===== src/rtl/assert_macros.svh =====
// assertion helpers, all clocked on clk and disabled while rst_n is low
`ifndef ASSERT_MACROS_SVH
`define ASSERT_MACROS_SVH

`ifndef ASSERT_OFF

`define ASSERT_IMPLIES(label, ante, cons) \
    label: assert property (@(posedge clk) disable iff (!rst_n) (ante) |-> (cons)) \
        else $error("assertion failed");

`define ASSERT_NEXT(label, ante, cons) \
    label: assert property (@(posedge clk) disable iff (!rst_n) (ante) |=> (cons)) \
        else $error("assertion failed");

`else

`define ASSERT_IMPLIES(label, ante, cons)

`define ASSERT_NEXT(label, ante, cons)

`endif

`endif


===== src/rtl/tcs_pkg.sv =====
package tcs_pkg;

    localparam int COUNT_WIDTH  = 32;
    localparam int FIELD_WIDTH  = 32;
    localparam int NUM_COUNTERS = 10;

    localparam logic [COUNT_WIDTH-1:0] COUNT_MAX = '1;

    // byte watched by each counter, in result order
    localparam logic [7:0] WATCHED_BYTES [NUM_COUNTERS] = '{
        8'h0A,  // lf
        8'h2C,  // comma
        8'h2D,  // dash
        8'h3A,  // colon
        8'h5B,  // open bracket
        8'h7B,  // open brace
        8'h22,  // double quote
        8'h27,  // single quote
        8'h7C,  // pipe
        8'h26   // ampersand
    };

    localparam logic [7:0] BYTE_TAB       = 8'h09;
    localparam logic [7:0] BYTE_LF        = 8'h0A;
    localparam logic [7:0] BYTE_CR        = 8'h0D;
    localparam logic [7:0] BYTE_DEL       = 8'h7F;
    localparam logic [7:0] BYTE_PRINT_MIN = 8'h20;

    typedef logic [NUM_COUNTERS-1:0][COUNT_WIDTH-1:0] tcs_cnt_t;

    typedef struct packed {
        logic [NUM_COUNTERS-1:0] hit;
        logic                    high;
        logic                    bad;
        logic                    last;
    } tcs_class_t;

    function automatic logic is_bad_printable(input logic [7:0] b);
        logic bad;
        bad = 1'b0;
        if (b == BYTE_DEL)
        begin
            bad = 1'b1;
        end
        else if (b < BYTE_PRINT_MIN)
        begin
            bad = !(b == BYTE_TAB || b == BYTE_LF || b == BYTE_CR);
        end
        return bad;
    endfunction

endpackage


===== src/rtl/tcs_classify.sv =====
module tcs_classify
    import tcs_pkg::*;
(
    input  logic       clk,
    input  logic       rst_n,
    input  logic       advance,
    input  logic       in_valid,
    input  logic [7:0] text_byte,
    input  logic       last_byte,
    output logic       cls_valid,
    output tcs_class_t cls
);

    logic       cls_valid_reg;
    tcs_class_t cls_reg;
    tcs_class_t cls_next;

    always_comb
    begin
        for (int k = 0; k < NUM_COUNTERS; k++)
        begin
            cls_next.hit[k] = (text_byte == WATCHED_BYTES[k]);
        end
        cls_next.high = text_byte[7];
        cls_next.bad  = is_bad_printable(text_byte);
        cls_next.last = last_byte;
    end

    always_ff @(posedge clk or negedge rst_n)
    begin
        if (!rst_n)
        begin
            cls_valid_reg <= 1'b0;
        end
        else if (advance)
        begin
            cls_valid_reg <= in_valid;
        end
    end

    always_ff @(posedge clk)
    begin
        if (advance)
        begin
            cls_reg <= cls_next;
        end
    end

    assign cls_valid = cls_valid_reg;
    assign cls       = cls_reg;

endmodule


===== src/rtl/text_character_statistics.sv =====
// path: the request carrying last_byte is registered in the classify stage and then in the result register
// throughput: one byte per cycle; the whole pipe holds only while a result is stalled
// reset: asynchronous, active low; clears the running counts, the running flags and both valid stages
// a result is produced only for a last byte, after which all counts and flags restart at zero
module text_character_statistics
    import tcs_pkg::*;
(
    input  logic                   clk,
    input  logic                   rst_n,
    input  logic                   in_valid,
    output logic                   in_stall,
    input  logic [7:0]             text_byte,
    input  logic                   last_byte,
    output logic                   out_valid,
    input  logic                   out_stall,
    output logic [FIELD_WIDTH-1:0] newline_count,
    output logic [FIELD_WIDTH-1:0] comma_count,
    output logic [FIELD_WIDTH-1:0] dash_count,
    output logic [FIELD_WIDTH-1:0] colon_count,
    output logic [FIELD_WIDTH-1:0] bracket_count,
    output logic [FIELD_WIDTH-1:0] brace_count,
    output logic [FIELD_WIDTH-1:0] double_quote_count,
    output logic [FIELD_WIDTH-1:0] single_quote_count,
    output logic [FIELD_WIDTH-1:0] pipe_count,
    output logic [FIELD_WIDTH-1:0] ampersand_count,
    output logic                   saw_non_ascii,
    output logic                   saw_bad_printable
);

`include "assert_macros.svh"

    logic       advance;
    logic       s1_valid;
    tcs_class_t s1_cls;

    tcs_cnt_t cnt_reg;
    tcs_cnt_t cnt_next;
    tcs_cnt_t cnt_upd;
    logic     high_reg;
    logic     high_next;
    logic     high_upd;
    logic     bad_reg;
    logic     bad_next;
    logic     bad_upd;
    logic     emit;

    logic                                    res_valid_reg;
    logic [NUM_COUNTERS-1:0][FIELD_WIDTH-1:0] res_cnt_reg;
    logic                                    res_high_reg;
    logic                                    res_bad_reg;

    // the pipe moves unless a finished result is waiting
    assign advance  = !(res_valid_reg && out_stall);
    assign in_stall = !advance;

    tcs_classify u_classify (
        .clk       (clk),
        .rst_n     (rst_n),
        .advance   (advance),
        .in_valid  (in_valid),
        .text_byte (text_byte),
        .last_byte (last_byte),
        .cls_valid (s1_valid),
        .cls       (s1_cls)
    );

    assign emit = advance && s1_valid && s1_cls.last;

    always_comb
    begin
        for (int k = 0; k < NUM_COUNTERS; k++)
        begin
            cnt_upd[k] = cnt_reg[k];
            if (s1_cls.hit[k] && cnt_reg[k] != COUNT_MAX)
            begin
                cnt_upd[k] = cnt_reg[k] + COUNT_WIDTH'(1);
            end
        end
        high_upd = high_reg | s1_cls.high;
        bad_upd  = bad_reg | s1_cls.bad;

        cnt_next  = cnt_reg;
        high_next = high_reg;
        bad_next  = bad_reg;
        if (advance && s1_valid)
        begin
            if (s1_cls.last)
            begin
                cnt_next  = '0;
                high_next = 1'b0;
                bad_next  = 1'b0;
            end
            else
            begin
                cnt_next  = cnt_upd;
                high_next = high_upd;
                bad_next  = bad_upd;
            end
        end
    end

    always_ff @(posedge clk or negedge rst_n)
    begin
        if (!rst_n)
        begin
            cnt_reg       <= '0;
            high_reg      <= 1'b0;
            bad_reg       <= 1'b0;
            res_valid_reg <= 1'b0;
        end
        else
        begin
            cnt_reg  <= cnt_next;
            high_reg <= high_next;
            bad_reg  <= bad_next;
            if (advance)
            begin
                res_valid_reg <= s1_valid && s1_cls.last;
            end
        end
    end

    always_ff @(posedge clk)
    begin
        if (emit)
        begin
            for (int k = 0; k < NUM_COUNTERS; k++)
            begin
                res_cnt_reg[k] <= FIELD_WIDTH'(cnt_upd[k]);
            end
            res_high_reg <= high_upd;
            res_bad_reg  <= bad_upd;
        end
    end

    assign out_valid          = res_valid_reg;
    assign newline_count      = res_cnt_reg[0];
    assign comma_count        = res_cnt_reg[1];
    assign dash_count         = res_cnt_reg[2];
    assign colon_count        = res_cnt_reg[3];
    assign bracket_count      = res_cnt_reg[4];
    assign brace_count        = res_cnt_reg[5];
    assign double_quote_count = res_cnt_reg[6];
    assign single_quote_count = res_cnt_reg[7];
    assign pipe_count         = res_cnt_reg[8];
    assign ampersand_count    = res_cnt_reg[9];
    assign saw_non_ascii      = res_high_reg;
    assign saw_bad_printable  = res_bad_reg;

    `ASSERT_NEXT(counts_clear_after_last, emit, cnt_reg == '0 && !high_reg && !bad_reg)
    `ASSERT_NEXT(newline_count_no_drop, !emit, cnt_reg[0] >= $past(cnt_reg[0]))
    `ASSERT_NEXT(high_flag_sticky, high_reg && !emit, high_reg)
    `ASSERT_IMPLIES(result_only_from_last, emit, s1_cls.last && s1_valid && advance)

endmodule

===== config.mk =====
export PLATFORM = sky130hd
export DESIGN_NAME = text_character_statistics
export DESIGN_NICKNAME = d
export VERILOG_FILES = /design/src/rtl/tcs_pkg.sv /design/src/rtl/tcs_classify.sv /design/src/rtl/text_character_statistics.sv
export VERILOG_INCLUDE_DIRS = /design/src /design/src/rtl
export SDC_FILE = /design/constraint.sdc
export NUM_CORES = 1
export LEC_CHECK = 0
export BUFFER_PORTS_ARGS = -buffer_cell sky130_fd_sc_hd__buf_4
export CAP_MARGIN = 5
export CORE_MARGIN = 1
export CORE_UTILIZATION = 35
export CTS_BUF_LIST = sky130_fd_sc_hd__clkbuf_4 sky130_fd_sc_hd__clkbuf_8
export CTS_CLUSTER_SIZE = 25
export DETAILED_ROUTE_END_ITERATION = 16
export PLACE_DENSITY = 0.61
export SYNTH_ARGS = -nofsm -noshare
export SYNTH_HDL_FRONTEND = slang
export SYNTH_SLANG_ARGS = --single-unit

===== constraint.sdc =====
create_clock -name clk -period 9.2 [get_ports clk]
set_input_delay 1.84 -clock clk [delete_from_list [all_inputs] [get_ports clk]]
set_output_delay 1.84 -clock clk [all_outputs]
set_load 0.005 [all_outputs]

After elaboration in Yosys (flattened, before gate mapping)
Index checks and enable logic that the tools add are counted.
W data, S select, Z words.

word-level totals
  register bits = 659
  input bits = 13
  output and inout port bits = 324
  word-level logic and storage cells = 98

cells by class
  add/sub/neg operators = 10
  magnitude comparators = 1
  equal/unequal tests = 23
  mux-type cells = 14
  bitwise gates (word level) = 2
  reduce and logical (&&, ||, !) cells = 18

operator list
  cell                     number
  $add A32 B1 Y32 const B  10
  $mux W32                 10
  $mux W320                1
  $ne A32 B32 Y1 const B   10
  $eq A8 B6 Y1 const B     6
  $eq A8 B7 Y1 const B     4
  $eq A8 B4 Y1 const B     3
  $logic_and A1 B1 Y1      14
  $lt A8 B6 Y1 const B     1
  $mux W1                  3
  $logic_not A1 Y1         2
  $logic_or A1 B1 Y1       2
  $or A1 B1 Y1             2

Logic depth before layout (Yosys ltp)
Gate-level depths: netlist of the first run.

  depth in word-level cells = 5
  depth in mapped cells = 10

By module
From an unflattened synthesis of the first run, not the netlist that was laid out.

unflattened totals
  cell total of the unflattened synthesis = 3120
  area total of the unflattened synthesis = 33101.7 um2

by module, submodules not included
  module                     times used  cells each  area an instance (um2)  seq. area each (um2)
  text_character_statistics  1           3079        32494.9                 17752.0
  tcs_classify               1           41          606.8                   415.4

Least setup slack after synthesis of the first run
No wires, ideal clock.

  path kind = in2reg
  from = in out_stall
  to = reg res_cnt_reg (netlist bit ampersand_count[0]) (enable)
  library setup time = 0.672 ns
  arrival time = 9.214 ns
  data required time = 8.528 ns
  setup slack = -0.685 ns
  stages = 6
  path buffers = 2
  cells stage by stage = nand2_1 -> and2_1 -> clkbuf_1 -> clkbuf_1 -> nand2_1 -> inv_1

on the way
  cells in the longest elaborated chain, start to end = 4

ends and longest elaborated chain
  element                           RTL line                          RTL
  start, declared                   text_character_statistics.sv:15   input logic out_stall,
  $logic_and A1 B1 Y1               text_character_statistics.sv:53   assign advance = !(res_valid_reg && out_stall);
  $logic_not A1 Y1                  text_character_statistics.sv:53
  $logic_and A1 B1 Y1 (2 in a row)  text_character_statistics.sv:67   assign emit = advance && s1_valid && s1_cls.last;
  named net emit                    text_character_statistics.sv:45   logic emit;
  end signal, assigned by index     text_character_statistics.sv:129  res_cnt_reg[k] <= FIELD_WIDTH'(cnt_upd[k]);
  end, declared                     text_character_statistics.sv:48   logic [NUM_COUNTERS-1:0][FIELD_WIDTH-1:0] res_cnt_reg;

The timed path passes the listed nets, and every way through them passes these cells.
A chain may end at the register's enable or synchronous reset.

Worst setup path after layout of the first run
  from = in out_stall
  to = out in_stall

on the way
  cells in the longest elaborated chain, start to end = 1

ends and longest elaborated chain
  element              RTL line                         RTL
  $logic_and A1 B1 Y1  text_character_statistics.sv:53
  end, declared        text_character_statistics.sv:11  output logic in_stall,

Every way passes these cells.

==> metrics.md, run 1 <==
| Metric | Value |
|---|---|
| Status | `completed` |
| Count of final hold-check violations | `0` |
| Mux share of post-synthesis cell area | `2.22%` |
| Dominant synthesized flop cell | `edfxtp_1` |
| Post-CTS resize count | `0` |
| Min-Delay Path Depth | `1` |
| Max_slew headroom | `27.7%` |
| DRT Pass-1 Iters | `5` |
| Place WS | `4.09 ns` |
| Max frequency | `0.224 GHz` |
| Num CTS Buffers | `114` |
| Max reg flops | `320` |
| Sw Ratio | `27.6%` |
| Cell area after layout | `0.0391 mm²` |
| H-Tree Depth | `3` |
| Number of global-route vias before repair | `24300` |
| Min-Delay Endpoint | `cnt_reg[274]$_DFFE_PN0P_` |
| Crit path DAT | `2.62 ns` |
| Setup bufs post-CTS | `0` |
| Total Routing Usage GR | `18.7%` |
| First-pass GRT wire length | `140000 µm` |
| Reg2reg path depth | `6` |
| Adder-cell share of the synthesized area | `0.379%` |
| Gpl congestion | `0.877` |
| HP Class | `reg2reg` |
| Vias per cell | `5.32` |
| CP Data Required Time | `7.36 ns` |
| CTS tree | `yes` |
| Share of cells above drive strength 1 | `17.9%` |
| Unrepaired setup endpoints after global routing | `false` |
| Crit. End Element | `output port` |
| Largest net degree at the start of global routing | `192` |
| Port Buf Inserts | `336` |
| Root Buffer Master | `clkbuf_8` |
| Finish-stage setup viols | `0` |
| DRT iter0 DRCs | `1739` |
| Routed len/inst | `19.1 µm` |
| Leak | `15.4 nW` |
| CTS max path bufs | `3` |
| Cell count after placement | `4529` |
| Total Power | `7.66 mW` |
| Worst Setup Path Type | `in2out` |
| Synth Area in Compound Gates | `13.2%` |
| Grt ovf | `0` |
| Die Width | `309 µm` |
| Register bit total from synthesis | `659` |
| Syn Area/Cell | `10.5 µm²` |
| Part of the power in combinational logic | `12.6%` |
| Asr flop ratio synth | `49.2%` |
| Synthesized area | `0.0330 mm²` |
| DR vias | `25300` |
| Clk_skew | `0.0347 ns` |
| XOR/XNOR Fraction of Synth Area | `8.04%` |
| Clk_lat worst skew | `0.76 ns` |
| Worst slew pin tran | `1.08 ns` |
| Min Hold Slack | `0.521 ns` |
| Hold buffer count at cts | `0` |
| R2R setup slack | `5.59 ns` |
| Max FO, Critical Path | `18` |
| Ranking of synthesized cells by area | `edfxtp_1 30%, dfrtp_1 25%, xnor2_1 5.7%` |
| # rows | `112` |
| Nets | `3414` |
| Hold path start | `cnt_reg[274]$_DFFE_PN0P_` |
| Remaining antenna violation count after routing | `0` |
| YS warnings | `0` |
| Fin worst setup slack | `4.74 ns` |
| CORE AREA | `0.0933 mm²` |
| Final worst path period share | `48.5%` |
| Synthesized instance count | `3131` |
| Sequential Power Share | `47.9%` |
| Peak supply drop | `0.000120 V` |
| Setup TNS | `0 ns` |
| Fillers | `8935` |
| Non-filler cells in the finished layout | `4749` |
| Internal power | `5.55 mW` |
| Max cap viols | `0` |
| Clk pwr share | `39.4%` |
| Die area | `0.0955 mm²` |
| Die height | `309 µm` |
| Post-DP HPWL | `58400 µm` |
| Area of the multi-input gates | `0.0138 mm²` |
| Residual DRC | `0` |
| Routed WL | `90700 µm` |
| Synth unique cells | `82` |
| Area share of the largest cell type after synthesis | `30.5%` |
| CTS clk-pin slew, worst paths | `0.06 ns` |
| Syn Nets | `3154` |
| Register area share after synthesis | `55.1%` |
| Min cycle time layout | `4.46 ns` |
| Critical R2R Capture | `cnt_reg[121]$_DFFE_PN0P_` |
| RR Startpoint | `out_valid$_DFFE_PN0N_` |
| IO Pins | `337` |
| Number of flops mapped to enable cells by yosys | `335` |
| Slew Viols, Final | `0` |
| Main combinational cell family by area after synthesis | `simple AND/OR/NAND/NOR gates` |
| Simple-gate share of the synthesized area | `17.7%` |
| Reg area | `0.0182 mm²` |
| Initial antenna violation count | `4` |
| Placed Area | `0.0365 mm²` |
| PwrDens | `196 mW/mm²` |
| Clock Sinks | `659` |
| Sw Pwr | `2.11 mW` |
| Core Util, Final | `41.9%` |
| Synth area leader | `edfxtp_1` |
| Area delta synth->final | `18.6%` |
| Critical Path Source Type | `primary input` |
| Effective utilization at floorplan | `35.4%` |
[layout make-up]
| class | count | share of cell area [%] |
|---|---|---|
| Sequential cell | 659 | 46.4 |
| Multi-Input combinational cell | 2185 | 35.1 |
| Timing Repair Buffer | 357 | 7.03 |
| Clock buffer | 172 | 5.41 |
| Tap cell | 1254 | 4.01 |
| Clock inverter | 46 | 1.28 |
| Inverter | 74 | 0.722 |
| Antenna cell | 2 | 0.0128 |
[routing by layer]
metal / wire length [µm] / GRT usage [%]
met5: 24 / 0
met4: 2480 / 6.57
met3: 5460 / 3.74
met2: 41600 / 29.1
met1: 41100 / 25.8
[synth_stat cells, types with 62 or more instances]
master      n
clkbuf_1  172
inv_1      73
nand2_1   320
xnor2_1   216
a21oi_1    88
nor2_1    189
o21ai_0   243
mux2i_1    62
dfrtp_1   324
edfxtp_1  335
nand4_1   103
and3_1     70
a31oi_1    65
o31ai_1   117
xor2_1     87
nand3_1   159
[how the worst max path moves through the flow]
stage                          from                      endpoint  cells past startpoint
after CTS                 out_stall                      in_stall                      4
after global placement    out_stall      cnt_reg[121]$_DFFE_PN0P_                      7
after floorplan           out_stall  ampersand_count[0]$_DFFE_PP_                      6
after detailed placement  out_stall      cnt_reg[121]$_DFFE_PN0P_                      7
after global routing      out_stall                      in_stall                      4
final                     out_stall                      in_stall                      4
[cell usage in the layout, fill, tap and decap left out, drive strengths merged, types with 11 or more instances in the layout]
master / n
a211oi: 12
a21o: 11
a21oi: 88
a22o: 13
a31oi: 67
a41oi: 12
and2: 28
and3: 72
and4: 43
buf: 357
clkbuf: 172
clkinv: 32
dfrtp: 324
edfxtp: 335
inv: 75
mux2i: 62
nand2: 321
nand3: 159
nand4: 105
nor2: 189
nor3: 53
nor3b: 12
nor4: 43
o21ai: 243
o311ai: 33
o31ai: 119
or2: 11
or3: 26
or4: 37
xnor2: 216
xor2: 87
[worst max-delay path: stages]
cell and delay [ns]:
buf_4 0.11, nand2_2 0.40, inv_1 0.08, buf_4 0.17
[cells by family (layout without fill, tap and decap cells)]
kind of cell / after synthesis / in the layout
compound gates: 672 / 672
buf+inv: 287 / 649
mux: 72 / 72
simple gates: 1128 / 1128
fa+ha+maj: 10 / 10
other cells: 0 / 2
xor+xnor: 303 / 303
flops: 659 / 659
[power groups by stage]
stage | clock, mW | combinational, mW | sequential, mW
2_1_floorplan | 0 | 0.576 | 3.65
3_3_place_gp | 0 | 0.968 | 3.72
3_5_place_dp | 0 | 0.982 | 3.72
4_1_cts | 3.13 | 0.987 | 3.67
5_1_grt | 3.25 | 1.07 | 3.71
6_report | 3.02 | 0.966 | 3.67
(Power assumes the default switching activity.)
==> run 2: changes to the inputs <==
--- a/config.mk
+++ b/config.mk
@@ -6,6 +6,7 @@
 export SDC_FILE = /design/constraint.sdc
 export NUM_CORES = 1
 export LEC_CHECK = 0
+export ABC_AREA = 1
 export BUFFER_PORTS_ARGS = -buffer_cell sky130_fd_sc_hd__buf_4
 export CAP_MARGIN = 5
 export CORE_MARGIN = 1
@@ -13,7 +14,7 @@
 export CTS_BUF_LIST = sky130_fd_sc_hd__clkbuf_4 sky130_fd_sc_hd__clkbuf_8
 export CTS_CLUSTER_SIZE = 25
 export DETAILED_ROUTE_END_ITERATION = 16
-export PLACE_DENSITY = 0.61
+export PLACE_DENSITY = 0.63
 export SYNTH_ARGS = -nofsm -noshare
 export SYNTH_HDL_FRONTEND = slang
 export SYNTH_SLANG_ARGS = --single-unit
==> constraint.sdc (replaced) <==
create_clock -name clk -period 3.9 [get_ports clk]
set_input_delay 0.78 -clock clk [delete_from_list [all_inputs] [get_ports clk]]
set_output_delay 0.78 -clock clk [all_outputs]
set_load 0.005 [all_outputs]
==> metrics.md, run 2 <==
| Metric | Value |
|---|---|
| Place WS | `1.15 ns (-2.94 ns)` |
| Syn Nets | `4601 (+46%)` |
| PwrDens | `380 mW/mm² (+94%)` |
| Grt ovf | `0 (unchanged)` |
| Commonest non-fill, non-tap cell in the layout | `nand2_1` |
| Synth top cells by count | `1590 x nand2_1, 595 x nand3_1, 464 x inv_1` |
| Mux share of post-synthesis cell area | `0% (-2.2 points)` |
| Largest net degree at the start of global routing | `143 (-26%)` |
| Worst slew pin tran | `0.964 ns (-0.121 ns)` |
| CORE AREA | `0.100 mm² (+7.6%)` |
| Finish-stage setup viols | `0 (unchanged)` |
| Port Buf Inserts | `336 (unchanged)` |
| DRT Pass-1 Iters | `9 (+4)` |
| Status | `completed` |
| Routed WL | `101000 µm (+11%)` |
| Synth unique cells | `35 (-57%)` |
| Leak | `18.3 nW (+19%)` |
| Main combinational cell family by area after synthesis | `simple AND/OR/NAND/NOR gates` |
| Fin worst setup slack | `1.19 ns (-3.55 ns)` |
| Routed len/inst | `15.8 µm (-17%)` |
| Min cycle time layout | `2.71 ns` |
| Setup bufs post-CTS | `0 (unchanged)` |
| Share of cells above drive strength 1 | `12.9% (-5.0 points)` |
| Vias per cell | `4.83 (-9.2%)` |
| Slew Viols, Final | `0 (unchanged)` |
| CP dominant cell by count | `nand2_2` |
| Number of flops mapped to enable cells by yosys | `335 (unchanged)` |
| Non-filler cells in the finished layout | `6388 (+35%)` |
| Number of global-route vias before repair | `29300 (+21%)` |
| H-Tree Depth | `3 (unchanged)` |
| Unrepaired setup endpoints after global routing | `false` |
| Crit path DAT | `3.23 ns (+0.61 ns)` |
| Clock Sinks | `659 (unchanged)` |
| First-pass GRT wire length | `159000 µm (+13%)` |
| DRT iter0 DRCs | `2466 (+42%)` |
| Num CTS Buffers | `115 (+0.88%)` |
| Critical Path Source Type | `flop` |
| Worst Setup Path Type | `reg2reg` |
| Peak supply drop | `0.000250 V (+110%)` |
| CTS max path bufs | `3 (unchanged)` |
| Cell count after placement | `6168 (+36%)` |
| Worst path slowest cell | `dfrtp_1` |
| CP Data Required Time | `4.41 ns (-2.95 ns)` |
| Synth area leader | `edfxtp_1` |
| Asr flop ratio synth | `49.2% (unchanged)` |
| Max_slew headroom | `35.8% (+8.1 points)` |
| Die height | `321 µm (+3.8%)` |
| Register area share after synthesis | `51.1% (-4.0 points)` |
| Die area | `0.103 mm² (+7.8%)` |
| XOR/XNOR Fraction of Synth Area | `1.08% (-7.0 points)` |
| Area share of the largest cell type after synthesis | `28.3% (-2.2 points)` |
| HP Class | `in2reg` |
| Nets | `4952 (+45%)` |
| Max reg flops | `320 (unchanged)` |
| CTS tree | `yes` |
| Simple-gate share of the synthesized area | `38.5% (+21 points)` |
| # rows | `116 (+3.6%)` |
| Total Routing Usage GR | `19.4% (+0.74 points)` |
| Commonest non-fill, non-tap cells in the layout | `1589 x nand2_1, 595 x nand3_1, 464 x inv_1` |
| Adder-cell share of the synthesized area | `0.352% (-0.028 points)` |
| Synthesized area | `0.0356 mm² (+7.8%)` |
| Area delta synth->final | `18.4%` |
| Max frequency | `0.368 GHz` |
| Post-DP HPWL | `70900 µm (+21%)` |
| Synth Area in Compound Gates | `2.17% (-11 points)` |
| Ranking of synthesized cells by area | `edfxtp_1 28%, dfrtp_1 23%, nand2_1 17%` |
| Register bit total from synthesis | `659 (unchanged)` |
| Largest stage delay, worst path | `0.46 ns (+0.06 ns)` |
| Min Hold Slack | `0.224 ns (-0.298 ns)` |
| Max cap viols | `0 (unchanged)` |
| IO Pins | `337 (unchanged)` |
| Final worst path period share | `69.6%` |
| Max FO, Critical Path | `22 (+4)` |
| Initial antenna violation count | `1 (-3)` |
| Most frequent cell after synthesis | `nand2_1` |
| Effective utilization at floorplan | `35.4% (+0.073 points)` |
| Dominant synthesized flop cell | `edfxtp_1` |
| Remaining antenna violation count after routing | `0 (unchanged)` |
| Residual DRC | `0 (unchanged)` |
| Synthesized instance count | `4578 (+46%)` |
| Gpl congestion | `0.919 (+4.8%)` |
| Syn Area/Cell | `7.77 µm² (-26%)` |
| Clk_skew | `0.0391 ns (+0.00433 ns)` |
| Die Width | `321 µm (+3.8%)` |
| DR vias | `30900 (+22%)` |
| YS warnings | `0 (unchanged)` |
| CP Cell Sequence | `ha_1 -> inv_1 -> nor2_2 -> nand2_2 -> nor2_4 -> nand3_2 -> buf_4 -> nand2_2 -> nand2_1 -> and2_1` |
| Count of final hold-check violations | `0 (unchanged)` |
| CTS clk-pin slew, worst paths | `0.07 ns (about the same)` |
| Setup TNS | `0 ns (unchanged)` |
| Crit. End Element | `flop` |
| Clk_lat worst skew | `0.79 ns (+0.03 ns)` |
| Root Buffer Master | `clkbuf_8` |
| Core Util, Final | `41.9% (about the same)` |
==> run 2: metal layers <==
| layer | GRT usage, % | wire, µm | share of wire [%] | up-vias |
|---|---|---|---|---|
| met1 | 25.7 | 45000 | 45 | 14400 |
| li1 | - | - | - | 15500 |
| met2 | 31.5 | 46700 | 46 | 811 |
| met3 | 4.62 | 6990 | 6.9 | 144 |
| met5 | 0 | 0 | 0 | - |
| met4 | 5.88 | 2240 | 2.2 | 0 |
==> run 2: critical path, delay by kind of cell (launching register included) <==
family | cells | cell delay, ns
buf+inv | 2 | 0.43
fa+ha+maj | 1 | 0.28
flops | 1 | 0.46
simple gates | 7 | 1.28
==> run 2: layout make-up <==
cell class                      count  area [µm²]
Multi-Input combinational cell   3314       15000
Clock buffer                      147        1860
Fill cell                       10100       58300
Antenna cell                        3        7.51
Sequential cell                   659       18200
Tap cell                         1357        1700
Timing Repair Buffer              368        2940
Inverter                          471        1780
Clock inverter                     69         668
==> run 2: per-stage QoR <==
stage               instance area [µm²]  power [mW]
floorplan                         35600        8.46
global placement                  39600        9.15
detailed placement                39600        9.16
CTS                               42100        16.3
global route                      42100        16.7
finish                            42100        16.0
==> run 2: final timing paths <==
path,start,end,slack [ns],cells past startpoint
setup / recovery,cnt_reg[0]$_DFFE_PN0P_,newline_count[1]$_DFFE_PP_,1.19,10
hold / removal,text_byte[7],u_classify.cls[2]$_DFFE_PN_,0.22,1
setup reg to reg,cnt_reg[0]$_DFFE_PN0P_,newline_count[1]$_DFFE_PP_,1.19,10
max in group asynchronous,rst_n,cnt_reg[192]$_DFFE_PN0P_,2.34,3
min in group asynchronous,rst_n,cnt_reg[90]$_DFFE_PN0P_,0.64,2
hold reg to reg,cnt_reg[318]$_DFFE_PN0P_,cnt_reg[318]$_DFFE_PN0P_,0.53,2
==> run 2: where the power goes <==
group          switching, mW  leakage, nW  total, mW  internal [mW]
logic                  0.814         9.13       1.20          0.387
registers              0.171         7.84       7.79           7.62
clock network           3.08         1.29       7.02           3.94
total                   4.06         18.3       16.0           12.0
==> run 2: logic make-up (layout without fill, tap and decap cells) <==
family,count (synthesis),count (layout)
simple gates,3109,3109
xor+xnor,44,44
flops,659,659
other cells,0,3
fa+ha+maj,10,10
compound gates,151,151
buf+inv,605,1055
==> run 2: repair_timing <==
| action | in CTS | in global routing |
|---|---|---|
| gates resized for setup | 0 | 0 |
| hold buffers | 1 | 0 |
| hold endpoints to repair | 29 | 0 |
